## config.mk

```make
export PLATFORM = sky130hd
export DESIGN_NAME = command_ack_retry_tracker_core
export DESIGN_NICKNAME = d
export VERILOG_FILES = /design/src/rtl/cart_pkg.sv /design/src/rtl/cart_cfg.sv /design/src/rtl/cart_eval.sv /design/src/rtl/command_ack_retry_tracker_core.sv
export SDC_FILE = /design/constraint.sdc
export NUM_CORES = 1
export LEC_CHECK = 0
export ABC_AREA = 1
export BUFFER_PORTS_ARGS = -buffer_cell sky130_fd_sc_hd__buf_2
export CAP_MARGIN = 20
export CORE_MARGIN = 5
export CORE_UTILIZATION = 62
export DETAILED_ROUTE_END_ITERATION = 10
export PLACE_DENSITY_LB_ADDON = 0.25
export SYNTH_ARGS = -nofsm -noshare
export SYNTH_HDL_FRONTEND = slang
export SYNTH_HIERARCHICAL = 1
export SYNTH_SLANG_ARGS = --single-unit
```

## constraint.sdc

```tcl
create_clock -name clk -period 5.2 [get_ports clk]
set_input_delay 0.78 -clock clk [delete_from_list [all_inputs] [get_ports clk]]
set_output_delay 0.78 -clock clk [all_outputs]
set_load 0.05 [all_outputs]
```

## src/rtl/cart_pkg.sv

```systemverilog
package cart_pkg;

  // Item kinds
  localparam logic [1:0] KIND_TICK    = 2'd0;
  localparam logic [1:0] KIND_REQUEST = 2'd1;
  localparam logic [1:0] KIND_ACK     = 2'd2;

  // Vehicle command codes
  localparam logic [3:0] VC_ARM     = 4'd1;
  localparam logic [3:0] VC_DISARM  = 4'd2;
  localparam logic [3:0] VC_TAKEOFF = 4'd3;
  localparam logic [3:0] VC_AUTO    = 4'd4;
  localparam logic [3:0] VC_RTL     = 4'd5;
  localparam logic [3:0] VC_LOITER  = 4'd6;
  localparam logic [3:0] VC_LAND    = 4'd7;

  // Block reasons
  localparam logic [2:0] BR_NONE        = 3'd0;
  localparam logic [2:0] BR_FAILSAFE    = 3'd1;
  localparam logic [2:0] BR_NOT_ARMED   = 3'd2;
  localparam logic [2:0] BR_NOT_LANDED  = 3'd3;
  localparam logic [2:0] BR_UNSUPPORTED = 3'd4;
  localparam logic [2:0] BR_PREFLIGHT   = 3'd5;
  localparam logic [2:0] BR_BUSY        = 3'd6;
  localparam logic [2:0] BR_NO_SENDER   = 3'd7;

  // Acknowledgement result codes
  localparam logic [7:0] RES_ACCEPTED     = 8'd0;
  localparam logic [7:0] RES_TEMP_REJECT  = 8'd1;
  localparam logic [7:0] RES_DENIED       = 8'd2;
  localparam logic [7:0] RES_UNSUPPORTED  = 8'd3;
  localparam logic [7:0] RES_FAILED       = 8'd4;
  localparam logic [7:0] RES_IN_PROGRESS  = 8'd5;

  // Command ids on the wire
  localparam logic [15:0] ID_ARM_DISARM = 16'd400;
  localparam logic [15:0] ID_SET_MODE   = 16'd176;
  localparam logic [15:0] ID_RTL        = 16'd20;
  localparam logic [15:0] ID_LOITER     = 16'd17;
  localparam logic [15:0] ID_TAKEOFF    = 16'd22;
  localparam logic [15:0] ID_LAND       = 16'd21;

  // Register indexes
  localparam logic [1:0] REG_SENDER_BOUND = 2'd0;
  localparam logic [1:0] REG_SIM_MODE     = 2'd1;
  localparam logic [1:0] REG_ACK_TIMEOUT  = 2'd2;
  localparam logic [1:0] REG_RETRY_LIMIT  = 2'd3;

  localparam logic [15:0] ACK_TIMEOUT_RESET = 16'd5000;
  localparam logic [3:0]  RETRY_LIMIT_RESET = 4'd5;
  localparam logic [15:0] ELAPSED_MAX       = 16'hFFFF;

  typedef struct packed {
    logic        sender_bound;
    logic        sim_mode;
    logic [15:0] ack_timeout_ms;
    logic [3:0]  retry_limit;
  } cfg_t;

  typedef struct packed {
    logic        active;
    logic [3:0]  logical_command;
    logic [15:0] wire_command_id;
    logic [3:0]  retry_counter;
    logic [15:0] elapsed_ms;
    logic        gave_up;
    logic        arm_ack_seen;
  } state_t;

  typedef struct packed {
    logic [1:0]  cmd;
    logic [3:0]  vehicle_cmd;
    logic        failsafe;
    logic        preflight_ready;
    logic        armed;
    logic        landed;
    logic [15:0] ack_command_id;
    logic [7:0]  ack_result;
  } item_t;

  typedef struct packed {
    logic        request_accepted;
    logic [2:0]  reject_code;
    logic        send_valid;
    logic        send_is_arm;
    logic [15:0] send_command_id;
    logic        busy_res;
    logic        failed_flag;
    logic        arm_acked;
    logic        go_connected;
    logic [3:0]  retries_used;
  } result_t;

  function automatic logic [15:0] map_id(input logic [3:0] vc);
    logic [15:0] id;
    unique case (vc)
      VC_ARM, VC_DISARM: id = ID_ARM_DISARM;
      VC_TAKEOFF:        id = ID_TAKEOFF;
      VC_AUTO:           id = ID_SET_MODE;
      VC_RTL:            id = ID_RTL;
      VC_LOITER:         id = ID_LOITER;
      VC_LAND:           id = ID_LAND;
      default:           id = 16'd0;
    endcase
    return id;
  endfunction

endpackage

```

## src/rtl/cart_cfg.sv

```systemverilog
module cart_cfg (
  input  logic              clk,
  input  logic              rst,
  input  logic              psel,
  input  logic              penable,
  input  logic              pwrite,
  input  logic [3:0]        paddr,
  input  logic [31:0]       pwdata,
  output logic [31:0]       prdata,
  output logic              pready,
  output cart_pkg::cfg_t    cfg
);

  logic       wr_en;
  logic [1:0] reg_idx;

  assign pready  = 1'b1;
  assign wr_en   = psel && penable && pwrite;
  assign reg_idx = paddr[3:2];

  always_ff @(posedge clk) begin
    if (rst) begin
      cfg.sender_bound   <= 1'b1;
      cfg.sim_mode       <= 1'b0;
      cfg.ack_timeout_ms <= cart_pkg::ACK_TIMEOUT_RESET;
      cfg.retry_limit    <= cart_pkg::RETRY_LIMIT_RESET;
    end else if (wr_en) begin
      unique case (reg_idx)
        cart_pkg::REG_SENDER_BOUND: cfg.sender_bound   <= pwdata[0];
        cart_pkg::REG_SIM_MODE:     cfg.sim_mode       <= pwdata[0];
        cart_pkg::REG_ACK_TIMEOUT:  cfg.ack_timeout_ms <= pwdata[15:0];
        cart_pkg::REG_RETRY_LIMIT:  cfg.retry_limit    <= pwdata[3:0];
        default: ;
      endcase
    end
  end

  always_comb begin
    unique case (reg_idx)
      cart_pkg::REG_SENDER_BOUND: prdata = {31'd0, cfg.sender_bound};
      cart_pkg::REG_SIM_MODE:     prdata = {31'd0, cfg.sim_mode};
      cart_pkg::REG_ACK_TIMEOUT:  prdata = {16'd0, cfg.ack_timeout_ms};
      cart_pkg::REG_RETRY_LIMIT:  prdata = {28'd0, cfg.retry_limit};
      default:                    prdata = 32'd0;
    endcase
  end

endmodule

```

## src/rtl/cart_eval.sv

```systemverilog
module cart_eval (
  input  cart_pkg::cfg_t    cfg,
  input  cart_pkg::state_t  st,
  input  cart_pkg::item_t   item,
  output cart_pkg::state_t  st_next,
  output cart_pkg::result_t res
);

  logic [2:0]  reason;
  logic        ok;
  logic [15:0] elapsed_inc;

  // Per-command gate, failsafe first
  always_comb begin
    ok     = 1'b0;
    reason = cart_pkg::BR_NONE;
    if (item.failsafe) begin
      reason = cart_pkg::BR_FAILSAFE;
    end else begin
      unique case (item.vehicle_cmd)
        cart_pkg::VC_ARM: begin
          if (!cfg.sim_mode && !item.preflight_ready) reason = cart_pkg::BR_PREFLIGHT;
          else ok = 1'b1;
        end
        // disarm while not armed is refused with no reason
        cart_pkg::VC_DISARM: ok = item.armed;
        cart_pkg::VC_TAKEOFF: begin
          if (!item.armed)       reason = cart_pkg::BR_NOT_ARMED;
          else if (!item.landed) reason = cart_pkg::BR_NOT_LANDED;
          else                   ok = 1'b1;
        end
        cart_pkg::VC_AUTO: ok = 1'b1;
        cart_pkg::VC_RTL, cart_pkg::VC_LOITER, cart_pkg::VC_LAND: begin
          if (!item.armed) reason = cart_pkg::BR_NOT_ARMED;
          else             ok = 1'b1;
        end
        default: reason = cart_pkg::BR_UNSUPPORTED;
      endcase
    end
  end

  assign elapsed_inc = (st.elapsed_ms == cart_pkg::ELAPSED_MAX) ? st.elapsed_ms
                                                                : st.elapsed_ms + 16'd1;

  always_comb begin
    st_next = st;
    res     = '0;
    unique case (item.cmd)
      cart_pkg::KIND_REQUEST: begin
        if (st.active) begin
          res.reject_code = cart_pkg::BR_BUSY;
        end else if (!cfg.sender_bound) begin
          res.reject_code = cart_pkg::BR_NO_SENDER;
        end else if (ok) begin
          res.request_accepted    = 1'b1;
          res.send_valid          = 1'b1;
          res.send_is_arm         = (item.vehicle_cmd == cart_pkg::VC_ARM);
          res.send_command_id     = cart_pkg::map_id(item.vehicle_cmd);
          st_next.active          = 1'b1;
          st_next.logical_command = item.vehicle_cmd;
          st_next.wire_command_id = cart_pkg::map_id(item.vehicle_cmd);
          st_next.retry_counter   = 4'd0;
          st_next.elapsed_ms      = 16'd0;
          st_next.gave_up         = 1'b0;
        end else begin
          res.reject_code = reason;
        end
      end
      cart_pkg::KIND_ACK: begin
        if (st.active && item.ack_command_id == st.wire_command_id) begin
          unique case (item.ack_result)
            cart_pkg::RES_ACCEPTED: begin
              if (st.logical_command == cart_pkg::VC_ARM) st_next.arm_ack_seen = 1'b1;
              res.go_connected = (st.logical_command == cart_pkg::VC_DISARM);
              st_next.active   = 1'b0;
            end
            cart_pkg::RES_TEMP_REJECT, cart_pkg::RES_IN_PROGRESS: ;
            cart_pkg::RES_DENIED, cart_pkg::RES_UNSUPPORTED, cart_pkg::RES_FAILED: begin
              st_next.active  = 1'b0;
              st_next.gave_up = 1'b1;
            end
            default: st_next.active = 1'b0;
          endcase
        end
      end
      cart_pkg::KIND_TICK: begin
        if (st.active) begin
          st_next.elapsed_ms = elapsed_inc;
          if (cfg.sender_bound && elapsed_inc >= cfg.ack_timeout_ms) begin
            if (st.retry_counter >= cfg.retry_limit) begin
              st_next.gave_up = 1'b1;
              st_next.active  = 1'b0;
            end else begin
              // resend goes out as a plain command, arm included
              st_next.retry_counter = st.retry_counter + 4'd1;
              st_next.elapsed_ms    = 16'd0;
              res.send_valid        = 1'b1;
              res.send_command_id   = st.wire_command_id;
            end
          end
        end
      end
      default: ;
    endcase
    res.busy_res     = st_next.active;
    res.failed_flag  = st_next.gave_up;
    res.arm_acked    = st_next.arm_ack_seen;
    res.retries_used = st_next.active ? st_next.retry_counter : 4'd0;
  end

endmodule

```

## src/rtl/command_ack_retry_tracker_core.sv

```systemverilog
// Channel | valid     | stall     | words
// in      | in_valid  | in_stall  | cmd, vehicle_cmd, flags, ack_command_id, ack_result
// out     | out_valid | out_stall | request_accepted .. retries_used, one per input word
// cfg     | APB: psel, penable, pwrite, paddr, pwdata, prdata, pready
//
// One word per cycle while neither side is stalled. A word is taken into the input register,
// then evaluated against the tracker state and written to the result register, which
// drives out_valid.
// rst is synchronous: state clears, configuration returns to its defaults.
// With the result register held by out_stall the input register still takes
// one word; in_stall rises only when both are full.
module command_ack_retry_tracker_core (
  input  logic        clk,
  input  logic        rst,
  input  logic        in_valid,
  output logic        in_stall,
  input  logic [1:0]  cmd,
  input  logic [3:0]  vehicle_cmd,
  input  logic        failsafe,
  input  logic        preflight_ready,
  input  logic        armed,
  input  logic        landed,
  input  logic [15:0] ack_command_id,
  input  logic [7:0]  ack_result,
  output logic        out_valid,
  input  logic        out_stall,
  output logic        request_accepted,
  output logic [2:0]  reject_code,
  output logic        send_valid,
  output logic        send_is_arm,
  output logic [15:0] send_command_id,
  output logic        busy_res,
  output logic        failed_flag,
  output logic        arm_acked,
  output logic        go_connected,
  output logic [3:0]  retries_used,
  input  logic        psel,
  input  logic        penable,
  input  logic        pwrite,
  input  logic [3:0]  paddr,
  input  logic [31:0] pwdata,
  output logic [31:0] prdata,
  output logic        pready
);

  cart_pkg::cfg_t    cfg;
  cart_pkg::state_t  st;
  cart_pkg::state_t  st_next;
  cart_pkg::item_t   item;
  cart_pkg::result_t res_next;
  cart_pkg::result_t res;
  logic              item_valid;
  logic              advance;

  cart_cfg u_cfg (
    .clk     (clk),
    .rst     (rst),
    .psel    (psel),
    .penable (penable),
    .pwrite  (pwrite),
    .paddr   (paddr),
    .pwdata  (pwdata),
    .prdata  (prdata),
    .pready  (pready),
    .cfg     (cfg)
  );

  cart_eval u_eval (
    .cfg     (cfg),
    .st      (st),
    .item    (item),
    .st_next (st_next),
    .res     (res_next)
  );

  assign advance  = !out_valid || !out_stall;
  assign in_stall = item_valid && !advance;

  always_ff @(posedge clk) begin
    if (rst) begin
      item_valid <= 1'b0;
    end else if (!in_stall) begin
      item_valid <= in_valid;
    end
  end

  // Hold the input word while the result side is blocked
  always_ff @(posedge clk) begin
    if (!in_stall && in_valid) begin
      item.cmd             <= cmd;
      item.vehicle_cmd     <= vehicle_cmd;
      item.failsafe        <= failsafe;
      item.preflight_ready <= preflight_ready;
      item.armed           <= armed;
      item.landed          <= landed;
      item.ack_command_id  <= ack_command_id;
      item.ack_result      <= ack_result;
    end
  end

  always_ff @(posedge clk) begin
    if (rst) begin
      st        <= '0;
      out_valid <= 1'b0;
    end else if (advance) begin
      out_valid <= item_valid;
      if (item_valid) begin
        st <= st_next;
      end
    end
  end

  always_ff @(posedge clk) begin
    if (advance && item_valid) begin
      res <= res_next;
    end
  end

  assign request_accepted = res.request_accepted;
  assign reject_code      = res.reject_code;
  assign send_valid       = res.send_valid;
  assign send_is_arm      = res.send_is_arm;
  assign send_command_id  = res.send_command_id;
  assign busy_res         = res.busy_res;
  assign failed_flag      = res.failed_flag;
  assign arm_acked        = res.arm_acked;
  assign go_connected     = res.go_connected;
  assign retries_used     = res.retries_used;

endmodule

```

Yosys cells after proc, flatten, opt, wreduce, memory -nomap -nowiden --
Index checks and enable logic that the tools add are counted.
Operators by class: add/subtract/negate cells 2, magnitude comparators 2, equal/unequal tests 25, multiplexer cells 49, bitwise logic cells 4, reductions and logical operators 35
Operators by type and width (count):
- $pmux 32 s4 | 1
- $mux 42 | 3
- $mux 16 | 4
- $mux 18 | 3
- $pmux 9 s6 | 1
- $mux 21 | 2
- $pmux 20 s2 | 1
- $pmux 16 s2 | 1
- $mux 20 | 1
- $mux 1 | 18
- $mux 3 | 6
- $add 16x1->16 const B | 1
- $eq 16x16->1 | 1
- $eq 16x16->1 const B | 1
- $eq 4x3->1 const B | 4
- $eq 8x2->1 const B | 2
- $eq 8x3->1 const B | 2
- $ge 16x16->1 | 1
- $eq 4x2->1 const B | 3
- $pmux 3 s4 | 1
- $reduce_and 2->1 | 5
- $reduce_or 3->1 | 3
- $eq 4x1->1 const B | 2
- $eq 8x1->1 const B | 1
- 22 further kinds | 49
Storage, ports and cells: bits in registers 131, bits of input ports 77, logic and storage cells 149

Longest topological paths before layout --
depth in word-level cells 9, gate-level depth with buffers 30, mapped depth without buffers 30

Cells and area by module --
Netlist, hierarchy kept.
Modules (own cells, without submodules):
- command_ack_retry_tracker_core | times used 1, cells an instance 358, area each 3930.0 um2, seq. area each 2822.7 um2
- cart_eval | times used 1, cells an instance 550, area each 2770.2 um2, seq. area each 0.0 um2
- cart_cfg | times used 1, cells an instance 189, area each 1263.7 um2, seq. area each 440.4 um2

Worst setup path before layout --
OpenSTA, ideal clock, no wires.
kind register to register, from register st[3] (netlist name), to register st[21] (netlist name), arrival time 2922 ps, required time 5136 ps, slack 2214 ps, stages on the path, launching flop included 30, buffers on the path 1, path through dfxtp_1 ha_1 nand3_1 inv_2 nand3_2 nor2_4 nand2_4 nand2_1 xor2_1 inv_1 ha_1 nand2_1 inv_2 nand2_2 nor2_1 nor2_1 nand2_1 nand2_1 nand2_2 nand2_4 nor2_8 nand2_2 buf_6 o21ai_2 nand2_1 inv_1 inv_1 nand3_1 nand2_1 nor2_1

==> metrics.cfg <==
[synth]
synth_top_area_cell=sky130_fd_sc_hd__edfxtp_1
ys_seq_area_frac=0.4097
synth.top_cells.by_area=sky130_fd_sc_hd__edfxtp_1, sky130_fd_sc_hd__dfxtp_1, sky130_fd_sc_hd__nand2_1
yosysWarningCount=6
post_synth_xor_area_fraction=0.01744
ys_types=45
async_flop_share=0
synth-adder-area-share=0.03456
synthCells=1097
synth.cell_area_mm2=0.007964
post-synth-top-area-fraction=0.2413
post_synth_mux_area_share=0
mapped_avg_cell_area_um2=7.260
largest_family_of_logic_cells_by_synthesized_area=simple AND/OR/NAND/NOR gates
post_synth_and_or_nand_nor_area_fraction=0.2957
synth-compound-area-share=0.09694
synth_top_flop_cell=sky130_fd_sc_hd__dfxtp_1
post_synth_edffs=64
synth_seq_cells=131

[floorplanning]
initial_core_utilization=0.6311
die-area_mm2=0.01521
rows=41
ios=142
die-height_um=123.3
core_area_mm2=0.01262
chipWidth_um=123.3

[cts]
number_of_sinks_driven_by_the_clock_tree=131
tritoncts=done
path_clk_slew_ns=0.06
ctsLongestPathBuffers=2
cts_htree_levels=4
cts_hold_buf=0
cts-root-buf=sky130_fd_sc_hd__clkbuf_16
tritoncts_buffer_count=17
cts-resized-gates=0
insertion_delay_ns=0.42
cts_setup_buffers=0

[cells_and_area]
insertedDiodeCount=0
layout_common_cells=sky130_fd_sc_hd__nand2_1, sky130_fd_sc_hd__inv_1, sky130_fd_sc_hd__nor2_1
areaGrowthSynthToFinish_pct=13.35
num-nets-final=1283
layout-drive-gt1-share=0.1671
leading_cell_type_in_the_layout_fill_and_taps_excluded=sky130_fd_sc_hd__nand2_1
finalInstanceArea_mm2=0.009027

[route]
vias=7072
routed_wl_um=17990
drcViolationCount=0
drt_first_iter_violations=680
dr_vias_cell=5.166
drt-wirelength-per-cell_um=13.14
drt-pass1-iter-count=9
remaining_number_of_nets_flagged_by_the_antenna_check_after_routing=0

[grt]
gr-total-overflow=0
grt_max_degree=89
antenna_violations_before_repair=0
global_route_wire_length_before_repair_um=29440
track_usage=0.2443
first_global_vias=6319

[setup_path]
worst_path_max_delay_cell=sky130_fd_sc_hd__dfxtp_1
cp-start-kind=register
setup_slack_reg_to_reg_ns=1.38
criticalPathCategory=reg -> reg
critical-path-top-delay-family=simple AND/OR/NAND/NOR gates
cp_num_buf_inv=5
critPathMaxFanout=20
worst-endpoint-arrival_ns=4.18
critPathRequiredTime_ns=5.56
critical-path-top-cell-by-count=sky130_fd_sc_hd__nand2_1
cp_slowest_stage_delay_ns=0.38
critical_path.endpoint_type=register

[run_status]
run_status=finished clean

[timing]
final.min_clock_period_ns=3.821
final_hold_viol_count=0
setup-violations-final=0
grt_setup_unrepaired=no
relSlewSlack=0.3294
worst_clock_skew_ns=0.005447
max_freq_ghz=0.2617
worst_slew_pin_slew_ns=1.004
final_min_period_over_clock_period=0.7349
final.setup.tns_ns=0
final-max-slew-violation-count=0

[power_and_ir_drop]
switchingPower_mw=0.7930
share_clk_of_total_power=0.430
power.switching_fraction=0.2800
power-per-cell-area_mw_per_mm2=313.7
intPower_mw=2.039
peakVddDrop_v=0.0002183
leakagePower_nw=4.376
p_comb_frac=0.153
power_frac_seq=0.417

[placement]
dp_area_mm2=0.008424
portBuffers=106
place_congestion=0.9158
place.detailed.hpwl_um=12490

[min_path]
hold_path.class=reg -> reg

[run]
cap_violations=0

==> per-stage QoR <==
| stage | cells | setup slack (ns) | util | hold slack [ns] | total power, mW |
|---|---|---|---|---|---|
| finish | 1369 | 1.379 | 0.7153 | 0.4816 | 2.832 |
| global route | 1369 | 1.044 | 0.7153 | 0.5143 | 2.949 |
| CTS | 1369 | 1.475 | 0.7153 | 0.4810 | 2.838 |
| detailed placement | 1337 | 1.508 | 0.6676 | 0.4664 | 1.628 |
| global placement | 1337 | 1.596 | 0.6676 | 0.4630 | 1.617 |
| floorplan | 1112 | 2.214 | - | 0.4506 | 1.544 |
==> synth_stat cells, types with 3 or more instances <==
| library cell | n |
|---|---|
| sky130_fd_sc_hd__a21oi_1 | 75 |
| sky130_fd_sc_hd__a22o_1 | 3 |
| sky130_fd_sc_hd__buf_2 | 18 |
| sky130_fd_sc_hd__buf_4 | 23 |
| sky130_fd_sc_hd__buf_6 | 9 |
| sky130_fd_sc_hd__clkbuf_1 | 7 |
| sky130_fd_sc_hd__dfxtp_1 | 67 |
| sky130_fd_sc_hd__edfxtp_1 | 64 |
| sky130_fd_sc_hd__ha_1 | 22 |
| sky130_fd_sc_hd__inv_1 | 189 |
| sky130_fd_sc_hd__inv_2 | 11 |
| sky130_fd_sc_hd__nand2_1 | 235 |
| sky130_fd_sc_hd__nand2_2 | 6 |
| sky130_fd_sc_hd__nand2_4 | 4 |
| sky130_fd_sc_hd__nand3_1 | 97 |
| sky130_fd_sc_hd__nand4_1 | 12 |
| sky130_fd_sc_hd__nor2_1 | 123 |
| sky130_fd_sc_hd__nor2_2 | 15 |
| sky130_fd_sc_hd__nor2_4 | 7 |
| sky130_fd_sc_hd__nor3_1 | 8 |
| sky130_fd_sc_hd__o21ai_0 | 44 |
| sky130_fd_sc_hd__o21ai_1 | 11 |
| sky130_fd_sc_hd__o21ai_2 | 3 |
| sky130_fd_sc_hd__o31ai_1 | 3 |
| sky130_fd_sc_hd__or2_2 | 3 |
| sky130_fd_sc_hd__xnor2_1 | 4 |
| sky130_fd_sc_hd__xor2_1 | 10 |
==> power groups by stage <==
stage	combinational, mW	clock, mW	sequential [mW]
2_1_floorplan	0.318	0	1.23
3_3_place_gp	0.416	0	1.20
3_5_place_dp	0.426	0	1.20
4_1_cts	0.430	1.23	1.18
5_1_grt	0.484	1.28	1.19
6_report	0.433	1.22	1.18
==> per-layer routing <==
metal	track usage	share of wire
met1	0.3444	0.44
met2	0.3727	0.45
met3	0.04803	0.10
met4	0.09204	0.017
met5	0	0
==> state kept, by name, summed over array words and instances, names as in the netlist, 3 cells and up <==
signal and count:
st 43, item 34, u_cfg/cfg 22, send_command_id 16, retries_used 4, reject_code 3
==> logic make-up after synthesis <==
group | count (synthesis)
AOI/OAI and AO/OA | 145
DFF | 131
xor gates and xnor gates | 15
other | 2
buffers and inverters | 260
adders and majority gates | 22
and+or+nand+nor | 522
==> worst reg2reg max path, delay by kind of cell, from the launching register on <==
| family | cells | cell delay (ns) |
|---|---|---|
| DFF | 1 | 0.38 |
| adders and majority gates | 2 | 0.49 |
| and+or+nand+nor | 19 | 2.06 |
| buffers and inverters | 5 | 0.38 |
| xor gates and xnor gates | 1 | 0.26 |
| AOI/OAI and AO/OA | 1 | 0.22 |
==> final timing paths <==
path | from | endpoint | cells after the start
setup reg to reg | st[2]$_SDFFE_PP0P_ | st[21]$_SDFFE_PP0P_ | 28
hold reg to reg | st[23]$_SDFFE_PP0P_ | st[23]$_SDFFE_PP0P_ | 2
setup / recovery | st[2]$_SDFFE_PP0P_ | st[21]$_SDFFE_PP0P_ | 28
hold / removal | st[23]$_SDFFE_PP0P_ | st[23]$_SDFFE_PP0P_ | 2
==> area by class of cell <==
cell class	instances	area (µm²)
clock buffers	21	450.4
clock inverters	11	152.6
fillers	1025	3592
inverters	202	758.2
multi-input cells	721	3618
flip-flops and latches	131	3264
well taps	172	215.2
repair buffers	111	568.0
Note: power is estimated with default switching activity, not from simulation.
